$ cat config.mk
export PLATFORM = sky130hd
export DESIGN_NAME = palette_text_parser
export DESIGN_NICKNAME = d
export VERILOG_FILES = /design/src/rtl/core/ptp_pkg.sv /design/src/rtl/core/ptp_front.sv /design/src/rtl/core/ptp_queue.sv /design/src/rtl/core/ptp_back.sv /design/src/rtl/core/palette_text_parser.sv
export SDC_FILE = /design/constraint.sdc
export NUM_CORES = 1
export LEC_CHECK = 0
export BUFFER_PORTS_ARGS = -buffer_cell sky130_fd_sc_hd__buf_2
export CAP_MARGIN = 20
export CORE_ASPECT_RATIO = 0.9
export CORE_MARGIN = 4
export CORE_UTILIZATION = 40
export CTS_BUF_LIST = sky130_fd_sc_hd__clkbuf_16
export DETAILED_ROUTE_END_ITERATION = 6
export GPL_TIMING_DRIVEN = 0
export HOLD_SLACK_MARGIN = 0.05
export PLACE_DENSITY = 0.6
export SKIP_CTS_REPAIR_TIMING = 1
export SLEW_MARGIN = 15
export SYNTH_ARGS = -nofsm -noshare
export SYNTH_HDL_FRONTEND = slang
export SYNTH_SLANG_ARGS = --single-unit
$ cat constraint.sdc
create_clock -name clk -period 8.3 [get_ports clk]
set_input_delay 1.245 -clock clk [delete_from_list [all_inputs] [get_ports clk]]
set_output_delay 1.245 -clock clk [all_outputs]
set_load 0.1 [all_outputs]
$ cat src/rtl/core/ptp_pkg.sv
// package for the palette text parser
// types, codes and byte tables shared by front, queue and back
package ptp_pkg;

    localparam int NAME_COUNT_MAX = 255;
    localparam int COL_W = 32;
    localparam logic [COL_W-1:0] COL_CAP = 32'h8000_0000;
    localparam int QUEUE_DEPTH = 4;
    localparam int QUEUE_AW = $clog2(QUEUE_DEPTH);

    localparam logic [2:0] KIND_ENTRY = 3'd0;
    localparam logic [2:0] KIND_NAME = 3'd1;
    localparam logic [2:0] KIND_COLUMNS = 3'd2;
    localparam logic [2:0] KIND_OK = 3'd3;
    localparam logic [2:0] KIND_FAIL = 3'd4;

    localparam logic [1:0] ERR_NONE = 2'd0;
    localparam logic [1:0] ERR_EMPTY = 2'd1;
    localparam logic [1:0] ERR_MAGIC = 2'd2;
    localparam logic [1:0] ERR_ENTRY = 2'd3;

    localparam logic [2:0] PH_MAGIC = 3'd0;
    localparam logic [2:0] PH_HEADER = 3'd1;
    localparam logic [2:0] PH_BODY = 3'd2;
    localparam logic [2:0] PH_BADMAGIC = 3'd3;
    localparam logic [2:0] PH_BADENTRY = 3'd4;

    localparam logic [2:0] CL_BLANK = 3'd0;
    localparam logic [2:0] CL_COMMENT = 3'd1;
    localparam logic [2:0] CL_PREFIX = 3'd2;
    localparam logic [2:0] CL_NAME = 3'd3;
    localparam logic [2:0] CL_COLUMNS = 3'd4;
    localparam logic [2:0] CL_CHANNELS = 3'd5;
    localparam logic [2:0] CL_ENTRY = 3'd6;
    localparam logic [2:0] CL_BAD = 3'd7;

    // classified byte handed from front to back
    typedef struct packed {
        logic       is_end;
        logic       is_lf;
        logic       is_ws;
        logic       is_dig;
        logic [3:0] digit;
        logic [7:0] data;
    } tok_t;

    function automatic logic [7:0] magic_byte(input logic [3:0] p);
        logic [7:0] b;
        begin
            case (p)
                4'd0: b = 8'h47;
                4'd1: b = 8'h49;
                4'd2: b = 8'h4D;
                4'd3: b = 8'h50;
                4'd4: b = 8'h20;
                4'd5: b = 8'h50;
                4'd6: b = 8'h61;
                4'd7: b = 8'h6C;
                4'd8: b = 8'h65;
                4'd9: b = 8'h74;
                4'd10: b = 8'h74;
                4'd11: b = 8'h65;
                default: b = 8'h00;
            endcase
            return b;
        end
    endfunction

    // prefix text: Name, Columns, Channels
    function automatic logic [7:0] prefix_byte(input logic [1:0] k, input logic [3:0] p);
        logic [7:0] b;
        begin
            b = 8'h00;
            case (k)
                2'd0:
                begin
                    case (p)
                        4'd0: b = "N";
                        4'd1: b = "a";
                        4'd2: b = "m";
                        4'd3: b = "e";
                        default: b = 8'h00;
                    endcase
                end
                2'd1:
                begin
                    case (p)
                        4'd0: b = "C";
                        4'd1: b = "o";
                        4'd2: b = "l";
                        4'd3: b = "u";
                        4'd4: b = "m";
                        4'd5: b = "n";
                        4'd6: b = "s";
                        default: b = 8'h00;
                    endcase
                end
                2'd2:
                begin
                    case (p)
                        4'd0: b = "C";
                        4'd1: b = "h";
                        4'd2: b = "a";
                        4'd3: b = "n";
                        4'd4: b = "n";
                        4'd5: b = "e";
                        4'd6: b = "l";
                        4'd7: b = "s";
                        default: b = 8'h00;
                    endcase
                end
                default: b = 8'h00;
            endcase
            return b;
        end
    endfunction

    function automatic logic [3:0] prefix_len(input logic [1:0] k);
        logic [3:0] n;
        begin
            case (k)
                2'd0: n = 4'd4;
                2'd1: n = 4'd7;
                2'd2: n = 4'd8;
                default: n = 4'd0;
            endcase
            return n;
        end
    endfunction

endpackage

$ cat src/rtl/core/ptp_front.sv
// front end: takes bytes and commands, classifies each into a token
// uses ptp_pkg
module ptp_front (
    input  logic          valid,
    output logic          stall,
    input  logic          command,
    input  logic [7:0]    data_byte,
    output logic          tok_valid,
    output ptp_pkg::tok_t tok,
    input  logic          tok_stall
);
    ptp_pkg::tok_t tok_next;

    // a held token only blocks while the queue refuses it
    assign stall = tok_stall;
    assign tok_valid = valid;

    always_comb
    begin
        tok_next.is_end = command;
        tok_next.is_lf = !command && (data_byte == 8'd10);
        tok_next.is_ws = (data_byte == 8'd32) || (data_byte inside {[8'd9:8'd13]});
        tok_next.is_dig = data_byte inside {[8'd48:8'd57]};
        tok_next.digit = 4'(data_byte - 8'd48);
        tok_next.data = data_byte;
    end

    assign tok = tok_next;
endmodule

$ cat src/rtl/core/ptp_queue.sv
// short token queue between front and back
// uses ptp_pkg
module ptp_queue (
    input  logic          clk,
    input  logic          rst_n,
    input  logic          in_valid,
    output logic          in_stall,
    input  ptp_pkg::tok_t in_tok,
    output logic          out_valid,
    input  logic          out_stall,
    output ptp_pkg::tok_t out_tok
);
    ptp_pkg::tok_t slot_reg [ptp_pkg::QUEUE_DEPTH];
    logic [ptp_pkg::QUEUE_AW-1:0] wr_reg, wr_next, rd_reg, rd_next;
    logic [ptp_pkg::QUEUE_AW:0] cnt_reg, cnt_next;
    logic push, pop;

    assign in_stall = (cnt_reg == (ptp_pkg::QUEUE_AW+1)'(ptp_pkg::QUEUE_DEPTH));
    assign out_valid = (cnt_reg != '0);
    assign out_tok = slot_reg[rd_reg];
    assign push = in_valid && !in_stall;
    assign pop = out_valid && !out_stall;

    always_comb
    begin
        wr_next = push ? wr_reg + 1'b1 : wr_reg;
        rd_next = pop ? rd_reg + 1'b1 : rd_reg;
        cnt_next = cnt_reg + {{ptp_pkg::QUEUE_AW{1'b0}}, push}
                   - {{ptp_pkg::QUEUE_AW{1'b0}}, pop};
    end

    always_ff @(posedge clk or negedge rst_n)
    begin
        if (!rst_n)
        begin
            wr_reg <= '0;
            rd_reg <= '0;
            cnt_reg <= '0;
        end
        else
        begin
            wr_reg <= wr_next;
            rd_reg <= rd_next;
            cnt_reg <= cnt_next;
        end
    end

    always_ff @(posedge clk)
    begin
        if (push)
        begin
            slot_reg[wr_reg] <= in_tok;
        end
    end
endmodule

$ cat src/rtl/core/ptp_back.sv
// back end: line state machine, number accumulation and result registers
// uses ptp_pkg; a two-row output buffer lets an end token emit two results
module ptp_back (
    input  logic          clk,
    input  logic          rst_n,
    input  logic          tok_valid,
    output logic          tok_stall,
    input  ptp_pkg::tok_t tok,
    output logic          valid,
    input  logic          stall,
    output logic [2:0]    kind,
    output logic [7:0]    red,
    output logic [7:0]    green,
    output logic [7:0]    blue,
    output logic [7:0]    name_length,
    output logic [30:0]   columns,
    output logic [1:0]    error_code,
    output logic          last
);
    typedef struct packed {
        logic [2:0]  kind;
        logic [7:0]  red;
        logic [7:0]  green;
        logic [7:0]  blue;
        logic [7:0]  name_length;
        logic [30:0] columns;
        logic [1:0]  error_code;
        logic        last;
    } row_t;

    logic [2:0] phase_reg, phase_next;
    logic [3:0] pos_reg, pos_next;
    logic       mism_reg, mism_next;
    logic [2:0] cls_reg, cls_next;
    logic [2:0] cand_reg, cand_next;
    logic [1:0] nidx_reg, nidx_next;
    logic       dseen_reg, dseen_next;
    logic [8:0] acc_reg [3];
    logic [8:0] acc_next [3];
    logic [7:0] ntot_reg, ntot_next, ntrim_reg, ntrim_next;
    logic [31:0] col_reg, col_next;
    logic [3:0] cf_reg, cf_next;
    logic       any_reg, any_next;

    // output buffer: up to two rows
    row_t buf_reg [2];
    row_t buf_next [2];
    logic [1:0] bcnt_reg, bcnt_next;

    row_t r0, r1;
    logic [1:0] nrows;
    logic take, pop;
    logic [7:0] c;

    assign pop = (bcnt_reg != 2'd0) && !stall;
    // take a token only when the buffer can hold two rows after this cycle's pop
    assign tok_stall = (bcnt_reg == 2'd2) || (bcnt_reg == 2'd1 && stall);
    assign take = tok_valid && !tok_stall;
    assign c = tok.data;

    assign valid = (bcnt_reg != 2'd0);
    assign kind = buf_reg[0].kind;
    assign red = buf_reg[0].red;
    assign green = buf_reg[0].green;
    assign blue = buf_reg[0].blue;
    assign name_length = buf_reg[0].name_length;
    assign columns = buf_reg[0].columns;
    assign error_code = buf_reg[0].error_code;
    assign last = buf_reg[0].last;

    function automatic logic [8:0] acc_step(input logic [8:0] a, input logic [3:0] d);
        logic [12:0] v;
        begin
            v = {a, 3'b0} + {3'b0, a, 1'b0} + {9'b0, d};
            return (v > 13'd256) ? 9'd256 : v[8:0];
        end
    endfunction

    function automatic logic [7:0] clamp8(input logic [8:0] a);
        return a[8] ? 8'd255 : a[7:0];
    endfunction

    always_comb
    begin
        logic [2:0] row_cls;
        logic [2:0] row_ph;
        logic       emit_line;
        logic       do_line;
        logic [1:0] err;
        logic [35:0] cv;
        logic       name_mode;
        logic       blank_ws;
        logic       col_ok;

        phase_next = phase_reg;
        pos_next = pos_reg;
        mism_next = mism_reg;
        cls_next = cls_reg;
        cand_next = cand_reg;
        nidx_next = nidx_reg;
        dseen_next = dseen_reg;
        acc_next = acc_reg;
        ntot_next = ntot_reg;
        ntrim_next = ntrim_reg;
        col_next = col_reg;
        cf_next = cf_reg;
        any_next = any_reg;
        r0 = '0;
        r1 = '0;
        nrows = 2'd0;
        emit_line = 1'b0;
        do_line = 1'b0;
        err = ptp_pkg::ERR_NONE;
        cv = '0;
        name_mode = 1'b0;
        blank_ws = 1'b0;
        col_ok = 1'b0;
        row_cls = cls_reg;
        row_ph = phase_reg;

        if (take)
        begin
            if (!tok.is_end && !tok.is_lf)
            begin
                any_next = 1'b1;
                if (phase_reg == ptp_pkg::PH_MAGIC)
                begin
                    if (pos_reg < 4'd12)
                    begin
                        if (c != ptp_pkg::magic_byte(pos_reg)) mism_next = 1'b1;
                    end
                    else if (!(pos_reg == 4'd12 && c == 8'd13))
                    begin
                        mism_next = 1'b1;
                    end
                end
                else if (phase_reg == ptp_pkg::PH_HEADER || phase_reg == ptp_pkg::PH_BODY)
                begin
                    // resolve the class for this byte
                    if (cls_reg == ptp_pkg::CL_BLANK)
                    begin
                        if (tok.is_ws) blank_ws = 1'b1;
                        else if (c == "#") cls_next = ptp_pkg::CL_COMMENT;
                        else if (phase_reg == ptp_pkg::PH_HEADER && pos_reg == 4'd0
                                 && (c == "N" || c == "C"))
                            cls_next = ptp_pkg::CL_PREFIX;
                        else if (tok.is_dig) cls_next = ptp_pkg::CL_ENTRY;
                        else cls_next = ptp_pkg::CL_BAD;
                    end
                    if (!blank_ws)
                    begin
                        case (cls_next)
                            ptp_pkg::CL_PREFIX:
                            begin
                                for (int k = 0; k < 3; k++)
                                begin
                                    if (cls_next == ptp_pkg::CL_PREFIX && cand_next[k])
                                    begin
                                        if (pos_reg < ptp_pkg::prefix_len(2'(k)))
                                        begin
                                            if (c != ptp_pkg::prefix_byte(2'(k), pos_reg))
                                                cand_next[k] = 1'b0;
                                        end
                                        else if (pos_reg == ptp_pkg::prefix_len(2'(k))
                                                 && c == ":")
                                        begin
                                            cls_next = ptp_pkg::CL_NAME + 3'(k);
                                        end
                                        else
                                        begin
                                            cand_next[k] = 1'b0;
                                        end
                                    end
                                end
                                if (cls_next == ptp_pkg::CL_PREFIX && cand_next == 3'b0)
                                    cls_next = ptp_pkg::CL_BAD;
                            end
                            ptp_pkg::CL_NAME:
                            begin
                                if (cls_reg == ptp_pkg::CL_NAME) name_mode = 1'b1;
                            end
                            ptp_pkg::CL_COLUMNS:
                            begin
                                if (cls_reg == ptp_pkg::CL_COLUMNS && !cf_reg[3])
                                begin
                                    if (!cf_reg[0] && tok.is_ws)
                                    begin
                                        cf_next = cf_reg;
                                    end
                                    else if (!cf_reg[0] && c == "+")
                                    begin
                                        cf_next[0] = 1'b1;
                                    end
                                    else if (!cf_reg[0] && c == "-")
                                    begin
                                        cf_next[0] = 1'b1;
                                        cf_next[1] = 1'b1;
                                    end
                                    else
                                    begin
                                        cf_next[0] = 1'b1;
                                        if (tok.is_dig)
                                        begin
                                            cv = {col_reg, 3'b0} + {3'b0, col_reg, 1'b0}
                                                 + {32'b0, tok.digit};
                                            col_next = (cv > {4'b0, ptp_pkg::COL_CAP})
                                                       ? ptp_pkg::COL_CAP : cv[31:0];
                                            cf_next[2] = 1'b1;
                                        end
                                        else
                                        begin
                                            cf_next[3] = 1'b1;
                                        end
                                    end
                                end
                            end
                            ptp_pkg::CL_ENTRY:
                            begin
                                if (nidx_reg == 2'd3)
                                begin
                                    name_mode = 1'b1;
                                end
                                else if (tok.is_dig)
                                begin
                                    acc_next[nidx_reg] = acc_step(acc_reg[nidx_reg], tok.digit);
                                    dseen_next = 1'b1;
                                end
                                else if (dseen_reg && nidx_reg == 2'd2)
                                begin
                                    dseen_next = 1'b0;
                                    nidx_next = 2'd3;
                                    name_mode = 1'b1;
                                end
                                else
                                begin
                                    if (dseen_reg)
                                    begin
                                        dseen_next = 1'b0;
                                        nidx_next = nidx_reg + 2'd1;
                                    end
                                    if (!tok.is_ws) cls_next = ptp_pkg::CL_BAD;
                                end
                            end
                            default:
                            begin
                                cls_next = cls_next;
                            end
                        endcase
                        if (name_mode && !(ntot_reg == 8'd0 && tok.is_ws))
                        begin
                            ntot_next = (ntot_reg < 8'(ptp_pkg::NAME_COUNT_MAX))
                                        ? ntot_reg + 8'd1 : ntot_reg;
                            if (!tok.is_ws) ntrim_next = ntot_next;
                        end
                    end
                end
                if (pos_reg < 4'd15) pos_next = pos_reg + 4'd1;
            end
            else
            begin
                if (tok.is_lf)
                begin
                    any_next = 1'b1;
                    do_line = 1'b1;
                end
                else
                begin
                    do_line = (pos_reg != 4'd0) && (phase_reg <= ptp_pkg::PH_BODY);
                end
                if (do_line)
                begin
                    if (phase_reg == ptp_pkg::PH_MAGIC)
                    begin
                        row_ph = (!mism_reg && pos_reg >= 4'd12)
                                 ? ptp_pkg::PH_HEADER : ptp_pkg::PH_BADMAGIC;
                    end
                    else if (phase_reg == ptp_pkg::PH_HEADER
                             || phase_reg == ptp_pkg::PH_BODY)
                    begin
                        case (row_cls)
                            ptp_pkg::CL_NAME:
                            begin
                                emit_line = 1'b1;
                                r0.kind = ptp_pkg::KIND_NAME;
                                r0.name_length = ntrim_reg;
                            end
                            ptp_pkg::CL_COLUMNS:
                            begin
                                emit_line = 1'b1;
                                col_ok = cf_reg[2] && !cf_reg[1]
                                         && (col_reg < ptp_pkg::COL_CAP);
                                r0.kind = ptp_pkg::KIND_COLUMNS;
                                r0.columns = col_ok ? col_reg[30:0] : 31'd0;
                            end
                            ptp_pkg::CL_ENTRY:
                            begin
                                if (nidx_reg == 2'd3 || (nidx_reg == 2'd2 && dseen_reg))
                                begin
                                    emit_line = 1'b1;
                                    r0.kind = ptp_pkg::KIND_ENTRY;
                                    r0.red = clamp8(acc_reg[0]);
                                    r0.green = clamp8(acc_reg[1]);
                                    r0.blue = clamp8(acc_reg[2]);
                                    r0.name_length = ntrim_reg;
                                    row_ph = ptp_pkg::PH_BODY;
                                end
                                else
                                begin
                                    row_ph = ptp_pkg::PH_BADENTRY;
                                end
                            end
                            ptp_pkg::CL_PREFIX, ptp_pkg::CL_BAD:
                            begin
                                row_ph = ptp_pkg::PH_BADENTRY;
                            end
                            default:
                            begin
                                row_ph = phase_reg;
                            end
                        endcase
                    end
                end
                // clear the line
                pos_next = '0;
                mism_next = 1'b0;
                cls_next = ptp_pkg::CL_BLANK;
                cand_next = 3'b111;
                nidx_next = '0;
                dseen_next = 1'b0;
                acc_next[0] = '0;
                acc_next[1] = '0;
                acc_next[2] = '0;
                ntot_next = '0;
                ntrim_next = '0;
                col_next = '0;
                cf_next = '0;
                phase_next = row_ph;
                if (tok.is_lf)
                begin
                    if (emit_line)
                    begin
                        r0.last = 1'b1;
                        nrows = 2'd1;
                    end
                end
                else
                begin
                    if (!any_reg) err = ptp_pkg::ERR_EMPTY;
                    else if (row_ph == ptp_pkg::PH_BADMAGIC) err = ptp_pkg::ERR_MAGIC;
                    else if (row_ph == ptp_pkg::PH_BADENTRY) err = ptp_pkg::ERR_ENTRY;
                    r1.kind = (err != ptp_pkg::ERR_NONE) ? ptp_pkg::KIND_FAIL
                                                         : ptp_pkg::KIND_OK;
                    r1.error_code = err;
                    r1.last = 1'b1;
                    if (emit_line)
                    begin
                        nrows = 2'd2;
                    end
                    else
                    begin
                        r0 = r1;
                        nrows = 2'd1;
                    end
                    phase_next = ptp_pkg::PH_MAGIC;
                    any_next = 1'b0;
                end
            end
        end
    end

    // output buffer update
    always_comb
    begin
        logic [1:0] keep;
        buf_next = buf_reg;
        keep = bcnt_reg;
        if (pop)
        begin
            buf_next[0] = buf_reg[1];
            keep = bcnt_reg - 2'd1;
        end
        if (nrows != 2'd0)
        begin
            if (keep == 2'd0)
            begin
                buf_next[0] = r0;
                buf_next[1] = r1;
            end
            else
            begin
                buf_next[1] = r0;
            end
        end
        bcnt_next = keep + nrows;
    end

    always_ff @(posedge clk or negedge rst_n)
    begin
        if (!rst_n)
        begin
            phase_reg <= ptp_pkg::PH_MAGIC;
            pos_reg <= '0;
            mism_reg <= 1'b0;
            cls_reg <= ptp_pkg::CL_BLANK;
            cand_reg <= 3'b111;
            nidx_reg <= '0;
            dseen_reg <= 1'b0;
            acc_reg[0] <= '0;
            acc_reg[1] <= '0;
            acc_reg[2] <= '0;
            ntot_reg <= '0;
            ntrim_reg <= '0;
            col_reg <= '0;
            cf_reg <= '0;
            any_reg <= 1'b0;
            bcnt_reg <= '0;
        end
        else
        begin
            phase_reg <= phase_next;
            pos_reg <= pos_next;
            mism_reg <= mism_next;
            cls_reg <= cls_next;
            cand_reg <= cand_next;
            nidx_reg <= nidx_next;
            dseen_reg <= dseen_next;
            acc_reg <= acc_next;
            ntot_reg <= ntot_next;
            ntrim_reg <= ntrim_next;
            col_reg <= col_next;
            cf_reg <= cf_next;
            any_reg <= any_next;
            bcnt_reg <= bcnt_next;
        end
    end

    always_ff @(posedge clk)
    begin
        buf_reg <= buf_next;
    end
endmodule

$ cat src/rtl/core/palette_text_parser.sv
// top level of the palette text parser
// uses ptp_pkg, ptp_front, ptp_queue and ptp_back
//
// input channel: valid/stall with command (0 byte, 1 end of input) and
// data_byte. one item is taken per cycle while stall is low.
// output channel: valid/stall with kind, red, green, blue, name_length,
// columns, error_code and last. a name, columns or complete entry line emits
// its row when its LF arrives, end of input emits the ok/failed row, preceded
// by the row of an unterminated last line, so one item gives at most two rows.
// a byte reaches the back end through a four-entry token queue; its token is
// registered in the queue and its row in the back end's output buffer.
// throughput: one item per cycle while no stall holds the flow, set by the line
// update in the back end; an end item with two rows stalls the back end until
// its first row has left the output.
// a receiver stall holds the back end once a row waits in its output
// buffer, the queue then fills and raises stall on the input; nothing is lost.
// reset clears the parser to the magic line state and empties the queue
// and output buffer. after end of input the parser is ready for a new file.
module palette_text_parser (
    input  logic        clk,
    input  logic        rst_n,
    input  logic        in_valid,
    output logic        in_stall,
    input  logic        command,
    input  logic [7:0]  data_byte,
    output logic        out_valid,
    input  logic        out_stall,
    output logic [2:0]  kind,
    output logic [7:0]  red,
    output logic [7:0]  green,
    output logic [7:0]  blue,
    output logic [7:0]  name_length,
    output logic [30:0] columns,
    output logic [1:0]  error_code,
    output logic        last
);
    logic          f_valid, f_stall, q_valid, q_stall;
    ptp_pkg::tok_t f_tok, q_tok;

    ptp_front u_front (
        .valid     (in_valid),
        .stall     (in_stall),
        .command   (command),
        .data_byte (data_byte),
        .tok_valid (f_valid),
        .tok       (f_tok),
        .tok_stall (f_stall)
    );

    ptp_queue u_queue (
        .clk       (clk),
        .rst_n     (rst_n),
        .in_valid  (f_valid),
        .in_stall  (f_stall),
        .in_tok    (f_tok),
        .out_valid (q_valid),
        .out_stall (q_stall),
        .out_tok   (q_tok)
    );

    ptp_back u_back (
        .clk         (clk),
        .rst_n       (rst_n),
        .tok_valid   (q_valid),
        .tok_stall   (q_stall),
        .tok         (q_tok),
        .valid       (out_valid),
        .stall       (out_stall),
        .kind        (kind),
        .red         (red),
        .green       (green),
        .blue        (blue),
        .name_length (name_length),
        .columns     (columns),
        .error_code  (error_code),
        .last        (last)
    );
endmodule

# Word level (Yosys, flattened, before mapping)
# Memory sizes are Yosys's and may differ from the RTL's.
# Index checks and enable logic that the tools add are counted.
# totals
register_bits,244
mem_bits_rw,64
rom_bits,160
in_bits,13
output_inout_bits,71
wordCells,521
memories,3
# classes
add_sub_neg,14
n_lt_le_gt_ge,17
n_eq_ne,65
n_mux,309
bitwise,2
reduce_logical,73
# memory_table
memory,depth,word_bits,rd,rd_ports_with_merged_regs,write_ports,line,text
(name not given),16,7,1,0,0,ptp_pkg.sv:50,case (p)
u_queue.slot_reg,4,16,1,0,1,ptp_queue.sv:13,ptp_pkg::tok_t slot_reg [ptp_pkg::QUEUE_DEPTH];
(name not given),8,6,1,0,0,ptp_pkg.sv:100,case (p)
# ops
operator,count
2-to-1 mux 69 bit,6
2-to-1 mux 32 bit,12
2-to-1 mux 8 bit,44
2-to-1 mux 4 bit,54
2-to-1 mux 66 bit,3
2-to-1 mux 3 bit,64
2-to-1 mux 27 bit,7
2-to-1 mux 138 bit,1
2-to-1 mux 1 bit,77
2-to-1 mux 68 bit,1
2-to-1 mux 31 bit,2
case mux 7 bit (7 select lines),1
2-to-1 mux 2 bit,22
"== test 8 x 6 -> 1 bit, second input constant",5
adder 35 x 33 -> 36 bit,1
adder 36 x 4 -> 36 bit,1
"> comparator 36 x 32 -> 1 bit, second input constant",1
2-to-1 mux 9 bit,4
"!= test 2 bit, second input constant",18
"less-than comparator 32 bit, second input constant",1
!= test 8 bit,4
logical AND 1 bit,30
case mux 7 bit (4 select lines),1
bitwise mux 27 bit,1
64 further kinds,119

# Longest topological paths before layout
# Gate-level depths: netlist of run 1.
# An unclocked memory read counts as a cell.
# depth
ltp_word,107
ltp_mapped,19
ltp_nobuf,18

# Hierarchy
# From an unflattened synthesis of run 1, not the netlist that was laid out.
# hier_totals
cells_unflattened,1712
area_unflattened_um2,17589.4
# modules_own_cells
mod,instances,cells_per_inst,area_per_inst_um2,seq_area_each_um2
ptp_back,1,1563,14605.3,5934.4
ptp_queue,1,121,2768.9,2097.0
ptp_front,1,28,215.2,0.0

# Worst setup path before layout of run 1
# OpenSTA, ideal clock, no wires.
# synth_timing
path_kind,register -> register
startpoint,register u_back.pos_reg[0]
endpoint,register u_back.buf_reg (netlist bit u_back.columns[10])
setup_time_ns,0.074
arrival_time_ns,6.185
t_required_ns,8.226
slack_ns,2.040
path_stages_with_launch,14
path_buffers,1
period_less_slack_ns,6.260
cell_sequence,dfrtp_1 inv_1 ha_1 or3b_2 o21ai_0 a21oi_1 ha_1 nor2_1 nor2_1 nand2_1 nor3_1 clkbuf_1 nand2_1 o21ai_0
# synth_rtl
item,line,text
from (decl),ptp_back.sv:32,"logic [3:0] pos_reg, pos_next;"
from (signal assigned),ptp_back.sv:421,pos_reg <= pos_next;
to (signal assigned),ptp_back.sv:439,buf_reg <= buf_next;
to (decl),ptp_back.sv:46,row_t buf_reg [2];

# Final worst setup path of run 1
# layout_timing
startpoint,register u_queue.rd_reg[1] (netlist bit)
endpoint,register u_back.col_reg[25]
# layout_via
elab_chain_cells,15
elab_cells_between_ends,53
classes_between,add/sub (1); order compare (1); eq/ne (15); mux (26); reduce/logical (9); memory (1)
# layout_rtl
item,line,text
from (decl),ptp_queue.sv:14,"logic [ptp_pkg::QUEUE_AW-1:0] wr_reg, wr_next, rd_reg, rd_next;"
from (signal assigned),ptp_queue.sv:43,rd_reg <= rd_next;
memory read (4 x 16 bit) *,--,
"parallel branches: the longest is 14 deep, another holds adder 36 x 4 -> 36 bit",--,
to (signal assigned),ptp_back.sv:430,col_reg <= col_next;
to (decl),ptp_back.sv:41,"logic [31:0] col_reg, col_next;"
# Mark *: on every way between the ends. The select of a mux whose other input is x is not followed.
# A chain may end at the register's enable or synchronous reset.

==> results of run 1 <==
[logic make-up (layout without fill, tap and decap cells)]
group                      Yosys count  in the layout  share of synthesized area
AOI/OAI and AO/OA                  413            413                      0.159
and+or+nand+nor                    485            485                      0.146
adders and majority gates          109            109                     0.0847
xor gates and xnor gates            60             60                     0.0318
buffers and inverters              204            349                     0.0640
DFF                                292            292                      0.457
muxes                               79             79                     0.0575
[worst max-delay path by stage]
stage                                  from  slack [ns]            endpoint
after global placement            out_stall       -1.49  u_back.columns[25]
final                     u_queue.rd_reg[1]        2.53  u_back.col_reg[25]
after global routing      u_queue.rd_reg[1]        2.04  u_back.col_reg[24]
after CTS                 u_queue.rd_reg[1]        2.46  u_back.col_reg[25]
after floorplan           u_back.pos_reg[0]        2.04  u_back.columns[10]
after detailed placement  u_queue.rd_reg[1]        2.47   u_back.col_reg[9]
[cell usage after synthesis, types with 12 or more instances]
| master | instances | area, um^2 |
|---|---|---|
| nand4_1 | 14 | 87.6 |
| nand3_1 | 31 | 155 |
| buf_4 | 71 | 533 |
| mux4_2 | 12 | 270 |
| xnor2_1 | 39 | 342 |
| dfxtp_1 | 69 | 1380 |
| mux2i_1 | 59 | 591 |
| dfrtp_1 | 103 | 2580 |
| nor3_1 | 39 | 195 |
| nor2b_1 | 33 | 206 |
| a211oi_1 | 31 | 233 |
| nand2b_1 | 15 | 93.8 |
| inv_1 | 46 | 173 |
| edfxtp_1 | 117 | 3510 |
| o31ai_1 | 36 | 270 |
| clkbuf_1 | 71 | 267 |
| a31oi_1 | 12 | 75.1 |
| a21o_1 | 17 | 128 |
| nor2_1 | 84 | 315 |
| and2_1 | 46 | 288 |
| a21oi_1 | 81 | 405 |
| nand2_1 | 160 | 601 |
| xor2_1 | 21 | 184 |
| ha_1 | 104 | 1300 |
| a22o_1 | 28 | 245 |
| o21ai_0 | 129 | 646 |
[worst max-delay path, cell delays in order, from the launching register on]
cell	delay (ns)
dfrtp_1	0.41
buf_2	0.31
mux4_2	0.41
clkbuf_1	0.43
fa_1	0.69
inv_1	0.07
fa_1	0.46
nor2b_1	0.17
o2111ai_1	0.17
a31o_2	0.28
o31ai_1	0.56
a21oi_1	0.19
a21oi_1	0.27
nor2_1	0.06
o21ai_0	0.25
nand4_1	0.30
clkbuf_1	0.35
o31ai_1	0.32
[layer usage]
metal	global-route usage	share of wire
met5	0	0
met4	0.0361	0.017
met3	0.0271	0.054
met2	0.270	0.43
met1	0.274	0.50
[power groups by stage]
| stage | clock (uW) | sequential [uW] | combinational, uW |
|---|---|---|---|
| finish | 1300 | 2330 | 4140 |
| global route | 1380 | 2380 | 4470 |
| CTS | 1330 | 2330 | 4150 |
| detailed placement | 0 | 2360 | 4140 |
| global placement | 0 | 2390 | 4020 |
| floorplan | 0 | 2310 | 3250 |
[per-stage QoR]
stage	cell area, um^2	power [uW]	instances	util
after floorplan	16500	5550	1642	-
after global placement	17600	6400	2265	0.433
after detailed placement	17700	6500	2269	0.436
after CTS	18700	7820	2327	0.459
after global routing	18700	8230	2327	0.459
final	18700	7760	2327	0.459
[area by class of cell]
cell class / count / area [um^2] / area share
clock inverters: 27 / 163 / 0.00870
clock buffers: 31 / 776 / 0.0415
well taps: 540 / 676 / 0.0362
repair buffers: 87 / 524 / 0.0281
multi-input cells: 1146 / 7940 / 0.425
plain buffers: 158 / 886 / 0.0474
inverters: 46 / 173 / 0.00924
flip-flops and latches: 292 / 7550 / 0.404
==> results.sh, run 1 <==
export IMPL_root_buffer="clkbuf_16"
export IMPL_power_share_sequential=0.300
export IMPL_finalClockSkew_ns=0.0200
export IMPL_synth_edf_count=117
export IMPL_detail_route_antenna_nets=0
export IMPL_switching_share=0.487
export IMPL_critPathRequiredTime_ns=8.78
export IMPL_core_area_mm2=0.0407
export IMPL_hold_slack_ns=0.470
export IMPL_p_leak_uw=0.00787
export IMPL_setup_ws_ns=2.53
export IMPL_comb_power_share=0.533
export IMPL_fmax_mhz=173
export IMPL_hold_path_class="flip-flop to flip-flop"
export IMPL_die_y_um=201
export IMPL_grt_usage=0.179
export IMPL_rrSetupSlack_ns=2.53
export IMPL_start_util=0.406
export IMPL_min_period_over_period=0.696
export IMPL_place_ws_ns=2.47
export IMPL_design_die_area_mm2=0.0447
export IMPL_yosys_warnings=0
export IMPL_ys_flop_type="edfxtp_1"
export IMPL_r2r_end="u_back.col_reg[25]"
export IMPL_clkLatencyLatePin_ns=0.59
export IMPL_rsz0062_at_grt="false"
export IMPL_numCtsBuffers=31
export IMPL_drv_cap=0
export IMPL_r2r_cells=17
export IMPL_finalHoldViolations=0
export IMPL_syn_to_final_growth_pct=13.0
export IMPL_pin_count=84
export IMPL_async_flop_share=0.363
export IMPL_path_class="flip-flop to flip-flop"
export IMPL_slew_limit_headroom=0.348
export IMPL_h_tree_depth=1
export IMPL_cts_tree="done"
export IMPL_synth_cell_types=79
export IMPL_holdPathEnd="u_back.name_length[3]"
export IMPL_clock_power_share=0.167
export IMPL_whs_path_depth=2
export IMPL_avgSynthCellArea_um2=10.1
export IMPL_nFillCells=3881
export IMPL_num_nets_final=1884
export IMPL_die_w_um=222
export IMPL_yosysSeqAreaShare=0.457
export IMPL_start_kind="flip-flop"
export IMPL_layout_commonest_cell="nand2_1"
export IMPL_route_detailed_drc=0
export IMPL_antenna_found_initial=0
export IMPL_cp_end_kind="flip-flop"
export IMPL_drt_iter0_drc=890
export IMPL_status="completed"
export IMPL_drt_vias_per_instance=5.42
export IMPL_cp_data_arrival_time_ns=6.25
export IMPL_p_per_area_mw_per_mm2=415
export IMPL_final_cell_mix="nand2_1 (160), o21ai_0 (129), edfxtp_1 (117), ha_1 (104), dfrtp_1 (103)"
export IMPL_grt_overflow_total=0
export IMPL_critPathMaxFanout=11
export IMPL_cts_clk_slew_worst_paths_ns=0.06
export IMPL_slew_violations=0
export IMPL_wire_per_inst_um=17.6
export IMPL_power_net_switching_uw=3780
export IMPL_routed_wl_um=40900
export IMPL_dpl_hpwl_um=30000
export IMPL_grt_pass1_wl_um=66600
export IMPL_cts_sinks=292
export IMPL_tightest_slew_ns=0.971
export IMPL_setup_violations=0
export IMPL_fin_crit_ns=5.77
export IMPL_worstHoldStart="u_back.ntrim_reg[3]"
export IMPL_reg2reg_from="u_queue.rd_reg[1]"
export IMPL_setup_tns_final_ns=0
export IMPL_synth_nets=1764
export IMPL_drtPass1Iterations=6
export IMPL_synth_area_mm2=0.0165
export IMPL_diodes=0
export IMPL_gp_congestion=0.889
export IMPL_p_int_uw=3980
export IMPL_num_vias=12600
export IMPL_largest_reg_flops=69
export IMPL_netlist_instances=1642
export IMPL_rows=70
export IMPL_synth_seq_cells=292
export IMPL_io_buffer_count=83
export IMPL_grt_max_degree=82
export IMPL_grt_pass1_vias=12300
export IMPL_drive_gt1_frac=0.138
export IMPL_irDropWorstVdd_v=0.000432
export IMPL_clock_path_buffers=3
Note: power is estimated with default switching activity, not from simulation.
==> inputs of run 2 (changes only) <==
Settings changed: ABC_AREA from default to 1.
Clock period 8.3 ns to 5.8 ns, I/O delays scaled along.
==> results.sh, run 2 <==
export IMPL_largest_reg_flops=69
export IMPL_nFillCells=4308
export IMPL_drtPass1Iterations=5
export IMPL_wire_per_inst_um=15.7
export IMPL_clkLatencyLatePin_ns=0.54
export IMPL_synth_area_mm2=0.0177
export IMPL_avgSynthCellArea_um2=8.41
export IMPL_diodes=0
export IMPL_yosys_warnings=0
export IMPL_gp_congestion=0.880
export IMPL_final_cell_mix="nand2_1 (461), nor2_1 (220), inv_1 (193), edfxtp_1 (117), o21ai_0 (113)"
export IMPL_drv_cap=0
export IMPL_synth_most_common_cell="nand2_1"
export IMPL_root_buffer="clkbuf_16"
export IMPL_numCtsBuffers=35
export IMPL_cts_clk_slew_worst_paths_ns=0.06
export IMPL_ys_flop_type="edfxtp_1"
export IMPL_path_class="flip-flop to flip-flop"
export IMPL_async_flop_share=0.363
export IMPL_fmax_mhz=212
export IMPL_start_util=0.408
export IMPL_syn_to_final_growth_pct=12.9
export IMPL_rows=72
export IMPL_synth_area_leader_cell="edfxtp_1"
export IMPL_synth_top_area_frac=0.198
export IMPL_tightest_slew_ns=0.896
export IMPL_h_tree_depth=2
export IMPL_start_kind="flip-flop"
export IMPL_die_w_um=230
export IMPL_synth_cell_types=57
export IMPL_grt_overflow_total=0
export IMPL_slew_limit_headroom=0.402
export IMPL_fin_crit_ns=4.72
export IMPL_detail_route_antenna_nets=0
export IMPL_netlist_instances=2110
export IMPL_grt_pass1_vias=13700
export IMPL_rsz0062_at_grt="false"
export IMPL_drive_gt1_frac=0.143
export IMPL_design_die_area_mm2=0.0478
export IMPL_clock_path_buffers=3
export IMPL_cts_sinks=292
export IMPL_finalClockSkew_ns=0.0208
export IMPL_core_area_mm2=0.0434
export IMPL_finalHoldViolations=0
export IMPL_drt_iter0_drc=803
export IMPL_cp_data_arrival_time_ns=5.19
export IMPL_io_buffer_count=82
export IMPL_layout_commonest_cell="nand2_1"
export IMPL_slew_violations=0
export IMPL_grt_max_degree=83
export IMPL_num_vias=14300
export IMPL_grt_pass1_wl_um=72400
export IMPL_synth_edf_count=117
export IMPL_route_detailed_drc=0
export IMPL_cts_tree="done"
export IMPL_yosys_top_cells_count="nand2_1 (461), nor2_1 (221), inv_1 (188)"
export IMPL_final_core_utilization=0.461
export IMPL_status="completed"
export IMPL_drt_vias_per_instance=5.03
export IMPL_pin_count=84
export IMPL_synth_nets=2232
export IMPL_yosysSeqAreaShare=0.426
export IMPL_synth_area_top_cells="edfxtp_1 (20%), dfrtp_1 (15%), nand2_1 (9.8%)"
export IMPL_antenna_found_initial=0
export IMPL_die_y_um=208
export IMPL_setup_violations=0
export IMPL_setup_tns_final_ns=0
export IMPL_synth_seq_cells=292
export IMPL_hold_path_class="input pin to asynchronous set/reset pin"
export IMPL_num_nets_final=2356
export IMPL_cp_end_kind="flip-flop"
export IMPL_critPathMaxFanout=10
export IMPL_dpl_hpwl_um=34400
export IMPL_critPathRequiredTime_ns=6.27
export IMPL_routed_wl_um=44800
export IMPL_min_period_over_period=0.813
export IMPL_grt_usage=0.183
==> run 2: changes by cell type in the layout (fill, tap and decap cells not counted), sizes merged, moves of 27 or more <==
cell    delta
and2      -46
o21ai     +41
nand2    +321
a22o      -28
a211oi    -27
o31ai     -31
nor2     +143
clkbuf    -38
inv      +144
nor2b     -33
nand3     +83
==> run 2: per-layer routing <==
metal	track usage	wire (um)	up-vias
met2	0.282	19200	301
li1	-	-	7274
met3	0.0258	2090	57
met1	0.275	22800	6708
met4	0.0382	721	0
met5	0	0	-
==> run 2: cell type report <==
cell class / count / area, um^2 / area share
Clock buffer: 35 / 876 / 0.0437
Tap cell: 592 / 741 / 0.0370
Sequential cell: 292 / 7550 / 0.377
Buffer: 133 / 826 / 0.0412
Timing Repair Buffer: 87 / 494 / 0.0247
Multi-Input combinational cell: 1489 / 8620 / 0.431
Clock inverter: 27 / 179 / 0.00893
Inverter: 196 / 741 / 0.0370
==> run 2: per-stage QoR <==
stage / area, um^2 / instances / hold WS (ns) / worst slack (ns)
finish: 20000 / 2851 / 0.197 / 1.08
global route: 20000 / 2851 / 0.204 / 0.711
CTS: 20000 / 2851 / 0.174 / 1.05
detailed placement: 19000 / 2789 / 0.468 / 1.06
global placement: 18900 / 2784 / 0.459 / 0.395
floorplan: 17700 / 2110 / 0.442 / 1.79
==> run 2: cells by family after synthesis <==
family / count (synthesis) / share of synthesized area
compound gates: 332 / 0.108
xor+xnor: 51 / 0.0252
fa+ha+maj: 109 / 0.0790
buf+inv: 329 / 0.0882
flops: 292 / 0.426
mux: 101 / 0.0581
simple gates: 896 / 0.216
==> run 2: critical path, stage by stage (launching register included) <==
cell and delay [ns]:
dfrtp_1 0.37, buf_6 0.14, buf_4 0.17, nand2_1 0.06
nand3_1 0.12, nand2_4 0.17, inv_1 0.18, fa_1 0.60
inv_1 0.06, fa_1 0.46, nand3b_1 0.17, nand2_1 0.11
a21oi_1 0.13, o21ai_1 0.33, a21oi_1 0.23, xor2_1 0.20
nor2_1 0.12, nand3_1 0.10, nor3_1 0.25, nand4_1 0.13
nand2_1 0.15, buf_2 0.27, nand2_1 0.08, nand2_1 0.06
==> run 2: worst paths after layout <==
path	slack, ns	startpoint	cells after the start	end
worst min-delay path	0.20	rst_n	1	u_back.col_reg[22]
worst max register to register	1.08	u_queue.rd_reg[0]	23	u_back.col_reg[21]
max in group asynchronous	4.85	rst_n	2	u_back.cand_reg[1]
min in group clk	0.49	u_back.ntot_reg[6]	2	u_back.ntot_reg[6]
worst min register to register	0.49	u_back.ntot_reg[6]	2	u_back.ntot_reg[6]
worst max-delay path	1.08	u_queue.rd_reg[0]	23	u_back.col_reg[21]
Power of run 2 is left out: the tool's default activity adds up to more than one toggle a clock period on the data nets, which glitch-free logic cannot reach.
